**config.mk**
```make
export PLATFORM = sky130hd
export DESIGN_NAME = x68k_keyboard_mouse_port_flat
export DESIGN_NICKNAME = d
export VERILOG_FILES = /design/src/hdl/xkm_pkg.sv /design/src/hdl/xkm_in_if.sv /design/src/hdl/xkm_out_if.sv /design/src/hdl/xkm_core.sv /design/src/hdl/xkm_serializer.sv /design/src/hdl/x68k_keyboard_mouse_port.sv /design/src/flat_wrapper.sv
export SDC_FILE = /design/constraint.sdc
export NUM_CORES = 1
export LEC_CHECK = 0
export ABC_AREA = 1
export BUFFER_PORTS_ARGS = -buffer_cell sky130_fd_sc_hd__buf_4
export CORE_MARGIN = 10
export CORE_UTILIZATION = 50
export CTS_CLUSTER_DIAMETER = 30
export DETAILED_ROUTE_END_ITERATION = 8
export PLACE_DENSITY_LB_ADDON = 0.1
export SLEW_MARGIN = 20
export SYNTH_ARGS = -nofsm -noshare
export SYNTH_HDL_FRONTEND = slang
export SYNTH_SLANG_ARGS = --single-unit
```
**constraint.sdc**
```tcl
create_clock -name clk -period 8.02 [get_ports clk]
set_clock_uncertainty 0.05 [all_clocks]
set_input_delay 1.604 -clock clk [delete_from_list [all_inputs] [get_ports clk]]
set_output_delay 1.604 -clock clk [all_outputs]
set_load 0.03 [all_outputs]
```
**src/hdl/xkm_pkg.sv**
```systemverilog
// Shared types, codes and helper functions of the X68000 keyboard and mouse port.
`default_nettype none

package xkm_pkg;

  // Input commands
  localparam logic [1:0] CMD_HOST  = 2'd0;
  localparam logic [1:0] CMD_MOUSE = 2'd1;
  localparam logic [1:0] CMD_KEY   = 2'd2;
  localparam logic [1:0] CMD_TICK  = 2'd3;

  // Result channels
  localparam logic [1:0] CH_KEY   = 2'd0;
  localparam logic [1:0] CH_MOUSE = 2'd1;
  localparam logic [1:0] CH_LED   = 2'd2;

  // Host protocol bytes and nibbles
  localparam logic [7:0] POLL_PREFIX  = 8'h41;
  localparam logic [7:0] POLL_BYTE    = 8'h40;
  localparam logic [3:0] PERIOD_NIB   = 4'h6;
  localparam logic [3:0] DELAY_NIB    = 4'h7;
  localparam logic [3:0] PERIOD_XOR   = 4'h2;

  // Repeat timing
  localparam int unsigned PERIOD_W = 9;
  localparam int unsigned DELAY_W  = 11;
  localparam logic [PERIOD_W-1:0] PERIOD_BASE  = 9'd30;
  localparam logic [DELAY_W-1:0]  DELAY_BASE   = 11'd200;
  localparam logic [DELAY_W-1:0]  DELAY_STEP   = 11'd100;
  localparam logic [PERIOD_W-1:0] PERIOD_RESET = 9'd500;
  localparam logic [DELAY_W-1:0]  DELAY_RESET  = 11'd500;

  // Reciprocal of three, scaled by 2^9
  localparam logic [15:0] RECIP3 = 16'd171;

  typedef struct packed {
    logic [1:0]        cmd;
    logic [7:0]        host_byte;
    logic [7:0]        mouse_buttons;
    logic signed [7:0] mouse_dx;
    logic signed [7:0] mouse_dy;
    logic [6:0]        key_code;
    logic              key_pressed;
  } xkm_item_t;

  typedef struct packed {
    logic [1:0] channel;
    logic [7:0] data_byte;
    logic       led_caps;
    logic       led_num;
    logic       led_scroll;
  } xkm_result_t;

  // Up to three results caused by one item; entry[0] goes out first
  typedef struct packed {
    logic [1:0]             count;
    xkm_result_t [2:0]      entry;
  } xkm_group_t;

  function automatic xkm_result_t make_result(logic [1:0] ch, logic [7:0] data,
                                              logic caps, logic num, logic scroll);
    xkm_result_t r;
    r.channel    = ch;
    r.data_byte  = data;
    r.led_caps   = caps;
    r.led_num    = num;
    r.led_scroll = scroll;
    return r;
  endfunction

  // Signed divide by three, truncated toward zero
  function automatic logic signed [7:0] div3(logic signed [7:0] v);
    logic [7:0]  mag;
    logic [15:0] prod;
    logic [7:0]  q;
    mag  = v[7] ? (~v + 8'd1) : v;
    prod = {8'd0, mag} * RECIP3;
    q    = {1'b0, prod[15:9]};
    return v[7] ? (~q + 8'd1) : q;
  endfunction

endpackage

`default_nettype wire

```
**src/hdl/xkm_in_if.sv**
```systemverilog
// Input channel: one beat carries one command item.
`default_nettype none

interface xkm_in_if;
  logic              valid;
  logic              ready;
  logic [1:0]        cmd;
  logic [7:0]        host_byte;
  logic [7:0]        mouse_buttons;
  logic signed [7:0] mouse_dx;
  logic signed [7:0] mouse_dy;
  logic [6:0]        key_code;
  logic              key_pressed;

  modport source (
    output valid, cmd, host_byte, mouse_buttons, mouse_dx, mouse_dy, key_code, key_pressed,
    input  ready
  );
  modport sink (
    input  valid, cmd, host_byte, mouse_buttons, mouse_dx, mouse_dy, key_code, key_pressed,
    output ready
  );
endinterface

`default_nettype wire

```
**src/hdl/xkm_out_if.sv**
```systemverilog
// Output channel: one beat carries one transmit byte or LED update.
`default_nettype none

interface xkm_out_if;
  logic       valid;
  logic       ready;
  logic [1:0] channel;
  logic [7:0] data_byte;
  logic       led_caps;
  logic       led_num;
  logic       led_scroll;
  logic       last;

  modport source (
    output valid, channel, data_byte, led_caps, led_num, led_scroll, last,
    input  ready
  );
  modport sink (
    input  valid, channel, data_byte, led_caps, led_num, led_scroll, last,
    output ready
  );
endinterface

`default_nettype wire

```
**src/hdl/xkm_core.sv**
```systemverilog
// Port state and per-item decode: builds the result group and updates state.
`default_nettype none

module xkm_core (
  input  wire logic               clk,
  input  wire logic               rst,
  input  wire xkm_pkg::xkm_item_t item,
  input  wire logic               take,
  output xkm_pkg::xkm_group_t     grp
);

  logic [7:0]                    previous_host_byte, previous_host_byte_next;
  logic [15:0]                   accum_dx, accum_dx_next;
  logic [15:0]                   accum_dy, accum_dy_next;
  logic [7:0]                    held_buttons, held_buttons_next;
  logic [6:0]                    held_scan_code, held_scan_code_next;
  logic                          key_is_held, key_is_held_next;
  logic [31:0]                   press_time_ms, press_time_ms_next;
  logic [31:0]                   now_ms, now_ms_next;
  logic [xkm_pkg::PERIOD_W-1:0]  repeat_period_ms, repeat_period_ms_next;
  logic [xkm_pkg::DELAY_W-1:0]   repeat_delay_ms, repeat_delay_ms_next;
  logic [xkm_pkg::PERIOD_W-1:0]  period_counter, period_counter_next;

  logic                          poll;
  logic [7:0]                    hdr;
  logic                          dx_hi, dx_lo, dy_hi, dy_lo;
  logic [3:0]                    nib_x;
  logic signed [7:0]             qx, qy;
  logic [xkm_pkg::PERIOD_W-1:0]  pc_inc;
  logic [31:0]                   elapsed;
  xkm_pkg::xkm_result_t          key_res;

  assign poll  = (item.host_byte == xkm_pkg::POLL_BYTE) &&
                 (previous_host_byte == xkm_pkg::POLL_PREFIX);
  assign dx_hi = !accum_dx[15] && (accum_dx[14:7] != 8'h00);
  assign dx_lo =  accum_dx[15] && (accum_dx[14:7] != 8'hFF);
  assign dy_hi = !accum_dy[15] && (accum_dy[14:7] != 8'h00);
  assign dy_lo =  accum_dy[15] && (accum_dy[14:7] != 8'hFF);
  assign hdr   = held_buttons | {dy_lo, dy_hi, dx_lo, dx_hi, 4'b0000};
  assign nib_x = item.host_byte[3:0] ^ xkm_pkg::PERIOD_XOR;
  assign qx    = xkm_pkg::div3(item.mouse_dx);
  assign qy    = xkm_pkg::div3(item.mouse_dy);
  assign pc_inc  = period_counter + 9'd1;
  assign elapsed = now_ms + 32'd1 - press_time_ms;

  always_comb begin
    previous_host_byte_next = previous_host_byte;
    accum_dx_next           = accum_dx;
    accum_dy_next           = accum_dy;
    held_buttons_next       = held_buttons;
    held_scan_code_next     = held_scan_code;
    key_is_held_next        = key_is_held;
    press_time_ms_next      = press_time_ms;
    now_ms_next             = now_ms;
    repeat_period_ms_next   = repeat_period_ms;
    repeat_delay_ms_next    = repeat_delay_ms;
    period_counter_next     = period_counter;
    grp                     = '0;
    key_res                 = xkm_pkg::make_result(xkm_pkg::CH_KEY, 8'h00, 1'b0, 1'b0, 1'b0);

    unique case (item.cmd)
      xkm_pkg::CMD_HOST: begin
        if (poll) begin
          grp.count    = 2'd3;
          grp.entry[0] = xkm_pkg::make_result(xkm_pkg::CH_MOUSE, hdr, 1'b0, 1'b0, 1'b0);
          grp.entry[1] = xkm_pkg::make_result(xkm_pkg::CH_MOUSE, accum_dx[7:0],
                                              1'b0, 1'b0, 1'b0);
          grp.entry[2] = xkm_pkg::make_result(xkm_pkg::CH_MOUSE, accum_dy[7:0],
                                              1'b0, 1'b0, 1'b0);
          accum_dx_next = '0;
          accum_dy_next = '0;
        end else if (item.host_byte[7]) begin
          grp.count    = 2'd1;
          grp.entry[0] = xkm_pkg::make_result(xkm_pkg::CH_LED, item.host_byte,
                                              item.host_byte[4], item.host_byte[3],
                                              item.host_byte[6]);
        end
        if (item.host_byte[7:4] == xkm_pkg::PERIOD_NIB) begin
          repeat_period_ms_next = xkm_pkg::PERIOD_BASE + {3'b000, nib_x, 2'b00}
                                  + {5'b00000, nib_x};
        end
        if (item.host_byte[7:4] == xkm_pkg::DELAY_NIB) begin
          repeat_delay_ms_next = xkm_pkg::DELAY_BASE
                                 + ({7'd0, item.host_byte[3:0]} * xkm_pkg::DELAY_STEP);
        end
        previous_host_byte_next = item.host_byte;
      end
      xkm_pkg::CMD_MOUSE: begin
        accum_dx_next     = accum_dx + {{8{qx[7]}}, qx};
        accum_dy_next     = accum_dy + {{8{qy[7]}}, qy};
        held_buttons_next = item.mouse_buttons;
      end
      xkm_pkg::CMD_KEY: begin
        if (item.key_code != 7'd0) begin
          grp.count = 2'd1;
          if (item.key_pressed) begin
            key_res.data_byte   = {1'b0, item.key_code};
            held_scan_code_next = item.key_code;
            press_time_ms_next  = now_ms;
            key_is_held_next    = 1'b1;
          end else begin
            key_res.data_byte = {1'b1, item.key_code};
            if (item.key_code == held_scan_code) begin
              key_is_held_next = 1'b0;
            end
          end
          grp.entry[0] = key_res;
        end
      end
      xkm_pkg::CMD_TICK: begin
        now_ms_next         = now_ms + 32'd1;
        period_counter_next = pc_inc;
        if (pc_inc >= repeat_period_ms) begin
          period_counter_next = '0;
          if (key_is_held && (elapsed >= {21'd0, repeat_delay_ms})) begin
            grp.count         = 2'd1;
            key_res.data_byte = {1'b0, held_scan_code};
            grp.entry[0]      = key_res;
          end
        end
      end
      default: begin
        grp = '0;
      end
    endcase
  end

  always_ff @(posedge clk) begin
    if (rst) begin
      previous_host_byte <= '0;
      accum_dx           <= '0;
      accum_dy           <= '0;
      held_buttons       <= '0;
      held_scan_code     <= '0;
      key_is_held        <= 1'b0;
      press_time_ms      <= '0;
      now_ms             <= '0;
      repeat_period_ms   <= xkm_pkg::PERIOD_RESET;
      repeat_delay_ms    <= xkm_pkg::DELAY_RESET;
      period_counter     <= '0;
    end else if (take) begin
      previous_host_byte <= previous_host_byte_next;
      accum_dx           <= accum_dx_next;
      accum_dy           <= accum_dy_next;
      held_buttons       <= held_buttons_next;
      held_scan_code     <= held_scan_code_next;
      key_is_held        <= key_is_held_next;
      press_time_ms      <= press_time_ms_next;
      now_ms             <= now_ms_next;
      repeat_period_ms   <= repeat_period_ms_next;
      repeat_delay_ms    <= repeat_delay_ms_next;
      period_counter     <= period_counter_next;
    end
  end

`ifndef SYNTH
  a_poll_clears: assert property (@(posedge clk) disable iff (rst)
    (take && item.cmd == xkm_pkg::CMD_HOST && poll) |=> (accum_dx == 16'd0 && accum_dy == 16'd0))
    else $error("accumulators not cleared after poll");
  a_counter_below_period: assert property (@(posedge clk) disable iff (rst)
    (take && item.cmd == xkm_pkg::CMD_TICK && grp.count != 2'd0) |=> (period_counter == '0))
    else $error("repeat fired without clearing period counter");
`endif

endmodule

`default_nettype wire

```
**src/hdl/xkm_serializer.sv**
```systemverilog
// Result buffer: holds one group and sends its entries one beat at a time.
`default_nettype none

module xkm_serializer (
  input  wire logic                clk,
  input  wire logic                rst,
  input  wire xkm_pkg::xkm_group_t grp,
  input  wire logic                load_valid,
  output logic                     load_ready,
  xkm_out_if.source                result
);

  logic [1:0]                  cnt;
  xkm_pkg::xkm_result_t [2:0]  ent;
  logic                        pop;
  logic                        load;

  assign pop        = (cnt != 2'd0) && result.ready;
  assign load       = load_valid && (grp.count != 2'd0);
  assign load_ready = (cnt == 2'd0) || ((cnt == 2'd1) && result.ready);

  assign result.valid      = (cnt != 2'd0);
  assign result.channel    = ent[0].channel;
  assign result.data_byte  = ent[0].data_byte;
  assign result.led_caps   = ent[0].led_caps;
  assign result.led_num    = ent[0].led_num;
  assign result.led_scroll = ent[0].led_scroll;
  assign result.last       = (cnt == 2'd1);

  always_ff @(posedge clk) begin
    if (rst) begin
      cnt <= 2'd0;
    end else if (load) begin
      cnt <= grp.count;
    end else if (pop) begin
      cnt <= cnt - 2'd1;
    end
  end

  // Load a new group, else advance the queue head on each beat taken
  always_ff @(posedge clk) begin
    if (load) begin
      ent <= grp.entry;
    end else if (pop) begin
      ent[0] <= ent[1];
      ent[1] <= ent[2];
    end
  end

`ifndef SYNTH
  a_no_overwrite: assert property (@(posedge clk) disable iff (rst)
    load_valid |-> load_ready)
    else $error("group loaded while entries still pending");
  a_drain_ends: assert property (@(posedge clk) disable iff (rst)
    (result.valid && result.ready && result.last && !load) |=> !result.valid)
    else $error("valid held after final beat");
`endif

endmodule

`default_nettype wire

```
**src/hdl/x68k_keyboard_mouse_port.sv**
```systemverilog
// Top level of the X68000 keyboard and mouse port device side.
//
// Channels: "item" takes one command beat (host byte, mouse report, key
// event or millisecond tick); "result" sends transmit bytes and LED updates,
// with last set on the final beat caused by an item.
// Path: an accepted item lands in the input register, is decoded there and
// its results load the output buffer once the buffer can take them; the
// buffer then presents the first result beat.
// Throughput: one item per cycle while result.ready is high, except a mouse
// poll, which occupies the output buffer for its three beats.
// The output buffer holds one group of up to three results; the next group
// loads in the same cycle the final beat of the current one is taken.
// Reset: rst (synchronous) clears the accumulators, key and timer state,
// sets the repeat period and delay to 500 ms and empties both stages.
// Stall: while result.ready is low, the buffer holds its beat, the input
// register holds one decoded-but-waiting item and item.ready drops only
// once that register is occupied.
`default_nettype none

module x68k_keyboard_mouse_port (
  input  wire logic clk,
  input  wire logic rst,
  xkm_in_if.sink    item,
  xkm_out_if.source result
);

  xkm_pkg::xkm_item_t  item_q;
  logic                item_vld;
  logic                load_ready;
  logic                adv;
  xkm_pkg::xkm_group_t grp;

  // Hand the registered item to decode when the output buffer can take it
  assign adv        = item_vld && load_ready;
  assign item.ready = !item_vld || load_ready;

  always_ff @(posedge clk) begin
    if (rst) begin
      item_vld <= 1'b0;
    end else if (item.valid && item.ready) begin
      item_vld <= 1'b1;
    end else if (adv) begin
      item_vld <= 1'b0;
    end
  end

  // Capture the payload of each accepted beat
  always_ff @(posedge clk) begin
    if (item.valid && item.ready) begin
      item_q.cmd           <= item.cmd;
      item_q.host_byte     <= item.host_byte;
      item_q.mouse_buttons <= item.mouse_buttons;
      item_q.mouse_dx      <= item.mouse_dx;
      item_q.mouse_dy      <= item.mouse_dy;
      item_q.key_code      <= item.key_code;
      item_q.key_pressed   <= item.key_pressed;
    end
  end

  xkm_core u_core (
    .clk  (clk),
    .rst  (rst),
    .item (item_q),
    .take (adv),
    .grp  (grp)
  );

  xkm_serializer u_ser (
    .clk        (clk),
    .rst        (rst),
    .grp        (grp),
    .load_valid (adv),
    .load_ready (load_ready),
    .result     (result)
  );

endmodule

`default_nettype wire
```
**src/flat_wrapper.sv**
```systemverilog
// flat-port wrapper written by rule: the top's interface ports become plain ports
module x68k_keyboard_mouse_port_flat 
  (clk, rst, item_valid, item_cmd, item_host_byte, item_mouse_buttons, item_mouse_dx, item_mouse_dy, item_key_code, item_key_pressed, item_ready, result_valid, result_channel, result_data_byte, result_led_caps, result_led_num, result_led_scroll, result_last, result_ready);
  xkm_in_if item_i ();
  xkm_out_if result_i ();
  input  wire logic clk;
  input  wire logic rst;
  input wire logic [$bits(item_i.valid)-1:0] item_valid;
  input wire logic [$bits(item_i.cmd)-1:0] item_cmd;
  input wire logic [$bits(item_i.host_byte)-1:0] item_host_byte;
  input wire logic [$bits(item_i.mouse_buttons)-1:0] item_mouse_buttons;
  input wire logic [$bits(item_i.mouse_dx)-1:0] item_mouse_dx;
  input wire logic [$bits(item_i.mouse_dy)-1:0] item_mouse_dy;
  input wire logic [$bits(item_i.key_code)-1:0] item_key_code;
  input wire logic [$bits(item_i.key_pressed)-1:0] item_key_pressed;
  output wire logic [$bits(item_i.ready)-1:0] item_ready;
  output wire logic [$bits(result_i.valid)-1:0] result_valid;
  output wire logic [$bits(result_i.channel)-1:0] result_channel;
  output wire logic [$bits(result_i.data_byte)-1:0] result_data_byte;
  output wire logic [$bits(result_i.led_caps)-1:0] result_led_caps;
  output wire logic [$bits(result_i.led_num)-1:0] result_led_num;
  output wire logic [$bits(result_i.led_scroll)-1:0] result_led_scroll;
  output wire logic [$bits(result_i.last)-1:0] result_last;
  input wire logic [$bits(result_i.ready)-1:0] result_ready;
  assign item_i.valid = item_valid;
  assign item_i.cmd = item_cmd;
  assign item_i.host_byte = item_host_byte;
  assign item_i.mouse_buttons = item_mouse_buttons;
  assign item_i.mouse_dx = item_mouse_dx;
  assign item_i.mouse_dy = item_mouse_dy;
  assign item_i.key_code = item_key_code;
  assign item_i.key_pressed = item_key_pressed;
  assign item_ready = item_i.ready;
  assign result_valid = result_i.valid;
  assign result_channel = result_i.channel;
  assign result_data_byte = result_i.data_byte;
  assign result_led_caps = result_i.led_caps;
  assign result_led_num = result_i.led_num;
  assign result_led_scroll = result_i.led_scroll;
  assign result_last = result_i.last;
  assign result_i.ready = result_ready;
  x68k_keyboard_mouse_port u_core (.clk(clk), .rst(rst), .item(item_i), .result(result_i));
endmodule
```
# Word level (Yosys, flattened, before mapping)
# Cells that the tools add are included.
dict set report word_totals {
  reg_bits 232
  output_inout_bits 16
  word_cells 138
}
dict set report op_classes {
  add_sub_neg 13
  multipliers 3
  magnitude_cmp 2
  n_eq_ne 12
  mux 31
  n_bitwise 6
  n_reduce_logical 36
}
# cell count
set ops {}
lappend ops {{$pmux 16 s2} 2}
lappend ops {{$mux 26} 2}
lappend ops {{$mux 8} 5}
lappend ops {{$mux 13} 3}
lappend ops {{$pmux 13 s3} 1}
lappend ops {{$add 16x16->16} 2}
lappend ops {{$add 32x1->32 const B} 1}
lappend ops {{$add 8x1->8 const B} 4}
lappend ops {{$ge 32x11->1} 1}
lappend ops {{$mul 8x8->16 const B} 2}
lappend ops {{$sub 32x32->32} 1}
lappend ops {{$mux 25} 1}
lappend ops {{$mux 10} 2}
lappend ops {{$eq 8x7->1 const B} 2}
lappend ops {{$mux 16} 1}
lappend ops {{$ne 8x8->1 const B} 2}
lappend ops {{$not 7->8} 2}
lappend ops {{$not 8->8} 2}
lappend ops {{$reduce_bool 8->1} 2}
lappend ops {{$reduce_bool 2->1} 6}
lappend ops {{$add 8x11->11 const A} 1}
lappend ops {{$logic_and 1x1->1} 11}
lappend ops {{$mux 11} 1}
lappend ops {{$add 9x1->9 const B} 1}
lappend ops {{other kinds (23)} 45}

# Logic depth before layout (Yosys ltp)
# Gate-level depths: netlist of the first run.
dict set report depth {
  depth_word 10
  mapped_depth 40
  ltp_nobuf 40
}

# By module
# A second synthesis of the first run with hierarchy kept.
dict set report hier_totals {
  hier_cells 2457
  hier_area_um2 17585.6
}
# module instances cells_per_inst area_per_inst_um2
set modules_own_cells {}
lappend modules_own_cells {xkm_core 1 2249 14501.4}
lappend modules_own_cells {xkm_serializer 1 158 1767.9}
lappend modules_own_cells {x68k_keyboard_mouse_port 1 50 1316.3}

# Worst setup path after synthesis of the first run
# OpenSTA, ideal clock, no wires.
dict set report synth_timing {
  path_type {register to register}
  from {reg u_core.item_q[23] (netlist name)}
  to {reg u_core.u_core.accum_dx[12]}
  t_arrival_ps 6301
  required_time_ps 7900
  path_slack_ps 1598
  path_stages_with_launch 38
  n_path_buf 1
  period_less_slack_ps 6422
  cell_sequence {edfxtp_1 buf_2 clkinv_1 nor2_1 xor2_1 nand2_1 inv_1 nor2_1 fa_1 fa_1 inv_1 fa_1 inv_1 ha_1 nand2_1 o21ai_0 inv_1 nand2_1 (+2 left out) ha_1 or2_2 o21ai_0 fa_1 inv_1 nand3_1 nand2_1 a31oi_1 nor2_1 o21ai_0 nand2_1 nand2_1 nand2_1 a21oi_1 o21ai_0 a21oi_1 o21ai_0 a21oi_1}
}
dict set report synth_via {
  elab_chain_cells 9
}
# item line_no
set synth_rtl {}
lappend synth_rtl {{start: declaration} x68k_keyboard_mouse_port.sv:27} ;# xkm_pkg::xkm_item_t item_q;
lappend synth_rtl {{$not 8->8} xkm_pkg.sv:76} ;# mag = v[7] ? (~v + 8'd1) : v;
lappend synth_rtl {{$add 8x1->8} xkm_pkg.sv:76}
lappend synth_rtl {{$mux 8} xkm_pkg.sv:76}
lappend synth_rtl {{$mul 8x8->16} xkm_pkg.sv:77} ;# prod = {8'd0, mag} * RECIP3;
lappend synth_rtl {{$not 7->8} xkm_pkg.sv:79} ;# return v[7] ? (~q + 8'd1) : q;
lappend synth_rtl {{$add 8x1->8} xkm_pkg.sv:79}
lappend synth_rtl {{$mux 8 (*)} xkm_pkg.sv:79}
lappend synth_rtl {{$add 16x16->16 (*)} xkm_core.sv:89} ;# accum_dx_next = accum_dx + {{8{qx[7]}}, qx};
lappend synth_rtl {{$pmux 16 s2 (*)} xkm_core.sv:61} ;# unique case (item.cmd)
lappend synth_rtl {{end signal: assignment} xkm_core.sv:143} ;# accum_dx <= accum_dx_next;
lappend synth_rtl {{end: declaration} xkm_core.sv:13} ;# logic [15:0] accum_dx, accum_dx_next;
# Every way passes the cells marked *; elsewhere a longest branch is shown, timed or not.
# A chain may end at the register's enable or synchronous reset.

# Worst setup path after layout of the first run
# Ends and elaborated chain as after synthesis.

==> results of run 1 <==
-- worst max-delay path, delay by kind of cell, from the launching register on --
family,cells,cell delay (ns)
xor+xnor,2,0.60
flops,1,0.48
compound gates,9,1.56
fa+ha+maj,6,2.37
simple gates,12,1.38
buf+inv,7,0.68
-- report_power, final --
group / switching [mW] / internal, mW / total, mW
Sequential: 0.0590 / 1.26 / 1.32
Clock: 0.735 / 1.45 / 2.18
Combinational: 1.76 / 0.984 / 2.74
-- registers in the layout, indices dropped and copies added, names as in the netlist --
register / cells
u_core.u_ser.result.led_num: 1
u_core.item_q: 42
u_core.u_core.previous_host_byte: 8
u_core.u_core.now_ms: 32
u_core.u_ser.result.channel: 2
u_core.u_ser.result.led_scroll: 1
u_core.u_core.press_time_ms: 32
u_core.u_core.repeat_delay_ms: 9
u_core.u_core.accum_dy: 16
u_core.u_ser.result.led_caps: 1
u_core.u_core.held_buttons: 8
u_core.u_core.period_counter: 9
u_core.u_ser.cnt: 2
u_core.u_core.key_is_held: 1
u_core.u_core.held_scan_code: 7
u_core.item_vld: 1
u_core.u_core.accum_dx: 16
u_core.u_core.repeat_period_ms: 8
u_core.u_ser.ent: 18
u_core.u_ser.result.data_byte: 8
-- kinds of logic (layout without fill, tap and decap cells) --
family | after synthesis | after routing | synth area share, %
DFF | 222 | 222 | 30.3
buffers and inverters | 498 | 620 | 11.3
and+or+nand+nor | 902 | 902 | 22.4
AOI/OAI and AO/OA | 468 | 468 | 15.0
adders and majority gates | 212 | 212 | 16.8
xor gates and xnor gates | 84 | 84 | 4.30
-- what timing repair did --
action / in CTS / in global routing
buffers inserted: 0 / 2
endpoints found under the setup margin: 0 / 2
resized for setup: 0 / 2
-- metal layers --
metal	vias up	track usage [%]	routed length [microns]
met2	327	32.7	19200
met5	-	0	0
met3	89	3.44	2120
met1	6987	26.0	19400
li1	7926	-	-
met4	0	7.74	1420
-- area by class of cell --
type | count | area share (%)
clock buffer | 75 | 7.92
clock inverter | 30 | 1.64
inverter | 442 | 8.40
multi-input combinational | 1666 | 50.4
sequential | 222 | 26.0
tap | 448 | 2.82
timing repair buffer | 73 | 2.76
-- metrics by stage --
step / hold WS (ns) / instances / setup WS, ns
final: 0.404 / 2956 / 0.807
after detailed placement: 0.399 / 2849 / 0.599
after global placement: 0.389 / 2849 / 0.834
after global routing: 0.424 / 2956 / 0.0206
after floorplan: 0.378 / 2386 / 1.60
after CTS: 0.405 / 2954 / 0.584
-- cells in the final DEF (no fill, tap or decap), types with 29 or more instances in the layout --
master                        n
sky130_fd_sc_hd__fa_1        29
sky130_fd_sc_hd__nand2_1    519
sky130_fd_sc_hd__xor2_1      62
sky130_fd_sc_hd__nor2_1     183
sky130_fd_sc_hd__buf_4       73
sky130_fd_sc_hd__edfxtp_1    73
sky130_fd_sc_hd__dfxtp_1    149
sky130_fd_sc_hd__nand3_1     89
sky130_fd_sc_hd__inv_1      436
sky130_fd_sc_hd__o21ai_0    162
sky130_fd_sc_hd__a21oi_1    219
sky130_fd_sc_hd__clkbuf_16   57
sky130_fd_sc_hd__ha_1       183
-- path summary, 6_finish.rpt --
kind                                         startpoint                                    endpoint  slack [ns]  cells past startpoint
min reg2reg  u_core.u_core.held_buttons[6]$_SDFFE_PP0P_  u_core.u_core.held_buttons[6]$_SDFFE_PP0P_        0.40                      2
min          u_core.u_core.held_buttons[6]$_SDFFE_PP0P_  u_core.u_core.held_buttons[6]$_SDFFE_PP0P_        0.40                      2
max                         u_core.item_q[23]$_DFFE_PP_     u_core.u_core.accum_dx[12]$_SDFFE_PP0P_        0.81                     36
max reg2reg                 u_core.item_q[23]$_DFFE_PP_     u_core.u_core.accum_dx[12]$_SDFFE_PP0P_        0.81                     36
==> impl_metrics.prom, run 1 <==
# TYPE chip_impl_metric gauge
chip_impl_metric{name="yosys_register_bits",unit=""} 222
chip_impl_metric{name="clock_latency_reported_for_the_late_side_of_the_worst_skew_pair",unit="ns"} 0.61
chip_impl_info{name="hold_class",value="reg -> reg"} 1
chip_impl_metric{name="vdd.ir_drop.worst",unit="mV"} 0.168
chip_impl_metric{name="ff_latch_area",unit="sq um"} 5170
chip_impl_metric{name="area_of_the_multi_input_gates",unit="sq um"} 10000
chip_impl_metric{name="synth_top_area_share",unit="%"} 17.4
chip_impl_metric{name="initial_core_util",unit="%"} 50.9
chip_impl_info{name="run_status",value="finished, final reports clean"} 1
chip_impl_metric{name="final.min_clock_period",unit="ns"} 7.21
chip_impl_metric{name="grt_first_pass_wirelength",unit="microns"} 70100
chip_impl_metric{name="place_area",unit="sq um"} 17900
chip_impl_metric{name="cts.sink_count",unit=""} 222
chip_impl_info{name="cts_tree",value="yes"} 1
chip_impl_metric{name="timing.critical_path.fanout_max",unit=""} 9
chip_impl_metric{name="grt_usage",unit="%"} 20.1
chip_impl_metric{name="cts_htree_levels",unit=""} 2
chip_impl_metric{name="hold_viol_final",unit=""} 0
chip_impl_metric{name="first_global_vias",unit=""} 14700
chip_impl_metric{name="drcViolationCount",unit=""} 0
chip_impl_metric{name="final_layout_size_suffix_gt1_share",unit="%"} 8.25
chip_impl_metric{name="standby_leakage_power",unit="nW"} 9.88
chip_impl_info{name="synthTopCellsByArea",value="sky130_fd_sc_hd__dfxtp_1 17%, sky130_fd_sc_hd__ha_1 13%, sky130_fd_sc_hd__edfxtp_1 13%, sky130_fd_sc_hd__nand2_1 11%, sky130_fd_sc_hd__inv_1 9.6%"} 1
chip_impl_info{name="startpoint_type",value="flop"} 1
chip_impl_metric{name="critical_path_arrival",unit="ns"} 7.66
chip_impl_metric{name="timing.critical_path.slowest_cell_delay",unit="ns"} 0.53
chip_impl_metric{name="fin_tns_setup",unit="ns"} 0
chip_impl_info{name="worstSetupEndpointType",value="flop"} 1
chip_impl_info{name="crit_slowest_cell",value="sky130_fd_sc_hd__fa_1"} 1
chip_impl_metric{name="design.portCount",unit=""} 62
chip_impl_metric{name="drt-initial-drc-count",unit=""} 872
chip_impl_metric{name="drt_pre_antenna_iters",unit=""} 5
chip_impl_info{name="post_synth_most_frequent_cells",value="519 x sky130_fd_sc_hd__nand2_1, 437 x sky130_fd_sc_hd__inv_1, 219 x sky130_fd_sc_hd__a21oi_1, 185 x sky130_fd_sc_hd__nor2_1, 183 x sky130_fd_sc_hd__ha_1"} 1
chip_impl_metric{name="design_power_total",unit="mW"} 6.24
chip_impl_metric{name="syn_nets",unit=""} 2644
chip_impl_metric{name="routed_wire_length_per_instance",unit="microns"} 14.3
chip_impl_metric{name="post-route-util",unit="%"} 59.1
chip_impl_metric{name="die_w",unit="microns"} 205
chip_impl_metric{name="drt.antenna.violating_nets",unit=""} 0
chip_impl_metric{name="num_vias",unit=""} 15300
chip_impl_metric{name="nets",unit=""} 2719
chip_impl_metric{name="synth.yosys.seq_area_share",unit="%"} 30.3
chip_impl_metric{name="path_clk_slew",unit="ns"} 0.04
chip_impl_metric{name="critPathRequiredTime",unit="ns"} 8.47
chip_impl_metric{name="netlist-cell-type-count",unit=""} 58
chip_impl_info{name="synth_top_flop_cell",value="sky130_fd_sc_hd__dfxtp_1"} 1
chip_impl_metric{name="pwr_density_cell",unit="nW/um^2"} 314
chip_impl_metric{name="finish_stage_setup_viols",unit=""} 0
chip_impl_info{name="worstSetupPathType",value="reg -> reg"} 1
chip_impl_metric{name="syn-cell-area",unit="sq um"} 17100
chip_impl_metric{name="syn_to_final_growth",unit="%"} 16.2
chip_impl_metric{name="globalRouteOverflowTotal",unit=""} 0
chip_impl_metric{name="antenna_found_initial",unit=""} 0
chip_impl_metric{name="number_of_enable_flip_flop_cells_after_synthesis",unit=""} 73
chip_impl_metric{name="viasPerCell",unit=""} 5.19
chip_impl_metric{name="hold_buffers",unit=""} 0
chip_impl_metric{name="synthesis_warning_total",unit=""} 0
chip_impl_metric{name="post_synth_inst_count",unit=""} 2386
chip_impl_metric{name="stdcell_area",unit="sq um"} 19900
chip_impl_info{name="rsz0062_at_grt",value="no"} 1
chip_impl_metric{name="gp_congestion",unit=""} 0.929
chip_impl_metric{name="hpwl_after_detailed_placement",unit="microns"} 31900
chip_impl_metric{name="max_cap_viol_count",unit=""} 0
chip_impl_info{name="synthDominantAreaCellType",value="sky130_fd_sc_hd__dfxtp_1"} 1
chip_impl_metric{name="placement.io_buffers",unit=""} 61
chip_impl_metric{name="layout.filler_cells",unit=""} 3179
chip_impl_metric{name="floorplan.die.height",unit="microns"} 205
chip_impl_metric{name="maxClockFrequency",unit="MHz"} 139
chip_impl_metric{name="design.die.area",unit="sq um"} 42000
chip_impl_metric{name="cts_made_buffers",unit=""} 56
chip_impl_metric{name="timing_worst_slew_pin_value",unit="ns"} 1.12
chip_impl_info{name="root_buffer",value="sky130_fd_sc_hd__clkbuf_16"} 1
chip_impl_metric{name="insertedDiodeCount",unit=""} 0
chip_impl_metric{name="finalCritPeriodShare",unit="%"} 89.9
chip_impl_metric{name="final-max-slew-violation-count",unit=""} 0
chip_impl_metric{name="core_box_area",unit="sq um"} 33600
chip_impl_metric{name="maximum_number_of_pins_on_one_net_before_global_route_repair",unit=""} 88
chip_impl_metric{name="detail_route.wirelength",unit="microns"} 42200
chip_impl_info{name="critical-path-top-cell-by-count",value="sky130_fd_sc_hd__nand2_1"} 1
chip_impl_metric{name="cts_buffer_depth",unit=""} 3
chip_impl_metric{name="async_set_or_reset_flop_fraction_in_the_synthesized_netlist",unit="%"} 0
chip_impl_metric{name="avgSynthCellArea",unit="sq um"} 7.17
chip_impl_info{name="post-synth-top-count-cell",value="sky130_fd_sc_hd__nand2_1"} 1
chip_impl_metric{name="num_rows",unit=""} 67
chip_impl_metric{name="slew-limit-headroom",unit="%"} 25.6
(Power assumes the default switching activity.)
==> inputs of run 2 (changes only) <==
--- a/config.mk
+++ b/config.mk
@@ -7,7 +7,8 @@
 export LEC_CHECK = 0
 export ABC_AREA = 1
 export BUFFER_PORTS_ARGS = -buffer_cell sky130_fd_sc_hd__buf_4
-export CORE_MARGIN = 10
+export CORE_ASPECT_RATIO = 0.6
+export CORE_MARGIN = 5
 export CORE_UTILIZATION = 50
 export CTS_CLUSTER_DIAMETER = 30
 export DETAILED_ROUTE_END_ITERATION = 8
==> run 2 against run 1 <==
Effect of this change: register-to-register slack got worse by 0.18 ns; first-iteration DRC count grew 71%; design area shrank 1.6%; power down 2.8%; fmax is 2.5% lower; largest power group unchanged; critical path depth did not move; setup slack worse by 0.18 ns; clock-buffer cell count decreased by 30.
==> impl_metrics.prom, run 2 (synthesis gave the netlist of run 1 again) <==
# TYPE chip_impl_metric gauge
chip_impl_info{name="run_status",value="finished, final reports clean"} 1
chip_impl_metric{name="placement.io_buffers",unit=""} 61
chip_impl_metric{name="routed_wire_length_per_instance",unit="microns"} 15.8
chip_impl_info{name="worstSetupPathType",value="reg -> reg"} 1
chip_impl_metric{name="timing.critical_path.slowest_cell_delay",unit="ns"} 0.53
chip_impl_metric{name="timing.critical_path.fanout_max",unit=""} 9
chip_impl_metric{name="final-max-slew-violation-count",unit=""} 0
chip_impl_info{name="startpoint_type",value="flop"} 1
chip_impl_metric{name="standby_leakage_power",unit="nW"} 9.72
chip_impl_info{name="hold_class",value="reg -> reg"} 1
chip_impl_info{name="critPathTopFamily",value="adder cells"} 1
chip_impl_metric{name="globalRouteOverflowTotal",unit=""} 0
chip_impl_metric{name="maxClockFrequency",unit="MHz"} 135
chip_impl_info{name="whs_endpoint",value="u_core.u_core.press_time_ms[0]$_SDFFE_PP0P_"} 1
chip_impl_info{name="root_buffer",value="sky130_fd_sc_hd__clkbuf_16"} 1
chip_impl_metric{name="slew-limit-headroom",unit="%"} 41.0
chip_impl_metric{name="syn_to_final_growth",unit="%"} 14.3
chip_impl_metric{name="die_w",unit="microns"} 249
chip_impl_metric{name="cts.sink_count",unit=""} 222
chip_impl_metric{name="critPathRequiredTime",unit="ns"} 8.45
chip_impl_metric{name="critical_path_arrival",unit="ns"} 7.82
chip_impl_metric{name="grt_first_pass_wirelength",unit="microns"} 74100
chip_impl_metric{name="design.portCount",unit=""} 62
chip_impl_metric{name="drt-initial-drc-count",unit=""} 1489
chip_impl_metric{name="final_layout_size_suffix_gt1_share",unit="%"} 7.97
chip_impl_metric{name="max_cap_viol_count",unit=""} 0
chip_impl_metric{name="finish_stage_setup_viols",unit=""} 0
chip_impl_metric{name="clock_power_share",unit="%"} 31.3
chip_impl_metric{name="timing.critical_path.buf_inv",unit=""} 7
chip_impl_metric{name="num_rows",unit=""} 52
chip_impl_metric{name="total_switching_power",unit="mW"} 2.61
chip_impl_metric{name="antenna_found_initial",unit=""} 0
chip_impl_info{name="worstReg2RegStart",value="u_core.item_q[23]$_DFFE_PP_"} 1
chip_impl_metric{name="hold_buffers",unit=""} 0
chip_impl_metric{name="ff_latch_area",unit="sq um"} 5170
chip_impl_info{name="crit_slowest_cell",value="sky130_fd_sc_hd__fa_1"} 1
chip_impl_metric{name="insertedDiodeCount",unit=""} 0
chip_impl_metric{name="finalCritPeriodShare",unit="%"} 92.2
chip_impl_metric{name="cts_htree_levels",unit=""} 2
chip_impl_metric{name="num_vias",unit=""} 15500
chip_impl_metric{name="switching_share",unit="%"} 43.1
chip_impl_metric{name="core_box_area",unit="sq um"} 33700
chip_impl_metric{name="final.min_clock_period",unit="ns"} 7.40
chip_impl_metric{name="stdcell_area",unit="sq um"} 19500
chip_impl_info{name="most_common_cell_after_layout_fill_and_taps_aside",value="sky130_fd_sc_hd__nand2_1"} 1
chip_impl_metric{name="worst_r2r_setup_slack",unit="ns"} 0.62
chip_impl_metric{name="drt.antenna.violating_nets",unit=""} 0
chip_impl_metric{name="hold-worst-slack",unit="ns"} 0.395
chip_impl_metric{name="pwr_density_cell",unit="nW/um^2"} 310
chip_impl_metric{name="power.share.sequential",unit="%"} 21.8
chip_impl_metric{name="layout.filler_cells",unit=""} 3164
chip_impl_metric{name="cts_buffer_depth",unit=""} 3
chip_impl_metric{name="nets",unit=""} 2709
chip_impl_metric{name="cts_made_buffers",unit=""} 42
chip_impl_metric{name="clock_latency_reported_for_the_late_side_of_the_worst_skew_pair",unit="ns"} 0.56
chip_impl_metric{name="path_clk_slew",unit="ns"} 0.05
chip_impl_metric{name="reg2reg_depth",unit=""} 36
chip_impl_metric{name="initial_core_util",unit="%"} 50.7
chip_impl_metric{name="drcViolationCount",unit=""} 0
chip_impl_metric{name="floorplan.die.height",unit="microns"} 153
chip_impl_metric{name="gp_congestion",unit=""} 0.953
chip_impl_metric{name="post-route-util",unit="%"} 58.0
chip_impl_info{name="final_cell_mix",value="519 x sky130_fd_sc_hd__nand2_1, 435 x sky130_fd_sc_hd__inv_1, 219 x sky130_fd_sc_hd__a21oi_1, 183 x sky130_fd_sc_hd__ha_1, 182 x sky130_fd_sc_hd__nor2_1"} 1
chip_impl_info{name="regMostFlops",value="u_core.item_q"} 1
chip_impl_metric{name="drt_pre_antenna_iters",unit=""} 5
chip_impl_metric{name="hpwl_after_detailed_placement",unit="microns"} 36000
chip_impl_metric{name="design.die.area",unit="sq um"} 38100
chip_impl_metric{name="share_comb_of_total_power",unit="%"} 46.9
chip_impl_metric{name="internal-power",unit="mW"} 3.46
chip_impl_metric{name="timing_worst_slew_pin_value",unit="ns"} 0.863
chip_impl_metric{name="grt_usage",unit="%"} 23.6
chip_impl_info{name="biggestRegsByFlops",value="u_core.item_q: 42 flops, u_core.u_core.now_ms: 32 flops, u_core.u_core.press_time_ms: 32 flops"} 1
chip_impl_metric{name="area_of_the_multi_input_gates",unit="sq um"} 10000
chip_impl_metric{name="hold_viol_final",unit=""} 0
chip_impl_metric{name="design_power_total",unit="mW"} 6.07
chip_impl_info{name="critical-path-top-cell-by-count",value="sky130_fd_sc_hd__nand2_1"} 1
chip_impl_metric{name="first_global_vias",unit=""} 13800
chip_impl_metric{name="hold_path_depth",unit=""} 2
chip_impl_metric{name="fin_tns_setup",unit="ns"} 0
chip_impl_info{name="worstSetupEndpointType",value="flop"} 1
chip_impl_info{name="r2r_end",value="u_core.u_core.accum_dx[12]$_SDFFE_PP0P_"} 1
chip_impl_info{name="hold_path_startpoint",value="u_core.u_core.press_time_ms[0]$_SDFFE_PP0P_"} 1
chip_impl_info{name="cts_tree",value="yes"} 1
chip_impl_metric{name="maximum_number_of_pins_on_one_net_before_global_route_repair",unit=""} 80
chip_impl_metric{name="viasPerCell",unit=""} 5.28
chip_impl_metric{name="place_area",unit="sq um"} 18000
chip_impl_info{name="rsz0062_at_grt",value="no"} 1
chip_impl_metric{name="detail_route.wirelength",unit="microns"} 46400
chip_impl_metric{name="vdd.ir_drop.worst",unit="mV"} 0.201
chip_impl_metric{name="max_reg_flops",unit=""} 42
run 2: cell types whose count changed in the layout (fill, tap and decap cells not counted), sizes merged:
cell,previous run,this run
inv,442,456
bufinv,2,6
clkbuf,75,45
buf,73,77
clkinv,23,8
run 2: timing repair:
action / in CTS / in global routing
buffers inserted: 0 / 5
setup endpoints to repair: 0 / 3
gates resized for setup: 0 / 4
run 2: worst min-delay path: cells and delay by family, from the launching register on:
kind | cells | cell delay, ns
AOI/OAI and AO/OA | 1 | 0.04
buffers and inverters | 1 | 0.05
DFF | 1 | 0.31
run 2: area by class of cell:
| class | count | share of cell area, % |
|---|---|---|
| multi-input combinational | 1666 | 51.3 |
| tap | 459 | 2.94 |
| clock inverter | 33 | 2.25 |
| inverter | 442 | 8.53 |
| clock buffer | 45 | 5.54 |
| timing repair buffer | 77 | 2.96 |
| sequential | 222 | 26.5 |
run 2: how the worst max path moves through the flow:
stage,startpoint,to,slack (ns),cells past startpoint
3_5_place_dp,u_core.item_q[23]$_DFFE_PP_,u_core.u_core.accum_dx[12]$_SDFFE_PP0P_,0.38,36
3_3_place_gp,u_core.item_q[23]$_DFFE_PP_,u_core.u_core.accum_dx[12]$_SDFFE_PP0P_,0.58,36
2_1_floorplan,u_core.item_q[23]$_DFFE_PP_,u_core.u_core.accum_dx[12]$_SDFFE_PP0P_,1.60,37
6_report,u_core.item_q[23]$_DFFE_PP_,u_core.u_core.accum_dx[12]$_SDFFE_PP0P_,0.62,36
5_1_grt,u_core.item_q[23]$_DFFE_PP_,u_core.u_core.accum_dx[12]$_SDFFE_PP0P_,0.006,36
4_1_cts,u_core.item_q[23]$_DFFE_PP_,u_core.u_core.accum_dx[12]$_SDFFE_PP0P_,0.34,36
run 2: per-layer routing:
| metal | GRT usage, % | wire [microns] | part of all wire, % | vias up |
|---|---|---|---|---|
| li1 | - | - | - | 7887 |
| met1 | 39.9 | 24900 | 54 | 7082 |
| met2 | 30.0 | 16600 | 36 | 518 |
| met3 | 4.94 | 4280 | 9.2 | 44 |
| met4 | 3.96 | 592 | 1.3 | 0 |
| met5 | 0 | 0 | 0 | - |
run 2: stage by stage:
stage                     instances  setup slack, ns
after global routing           2944          0.00566
after global placement         2861            0.577
after floorplan                2386             1.60
final                          2944            0.625
after CTS                      2939            0.336
after detailed placement       2861            0.378
run 2: power by group through the flow:
stage	combinational, mW	clock [mW]	sequential (mW)
6_report	2.85	1.90	1.32
5_1_grt	3.28	2.00	1.33
4_1_cts	2.81	1.93	1.32
3_5_place_dp	2.78	0	1.34
3_3_place_gp	2.75	0	1.34
2_1_floorplan	2.15	0	1.32
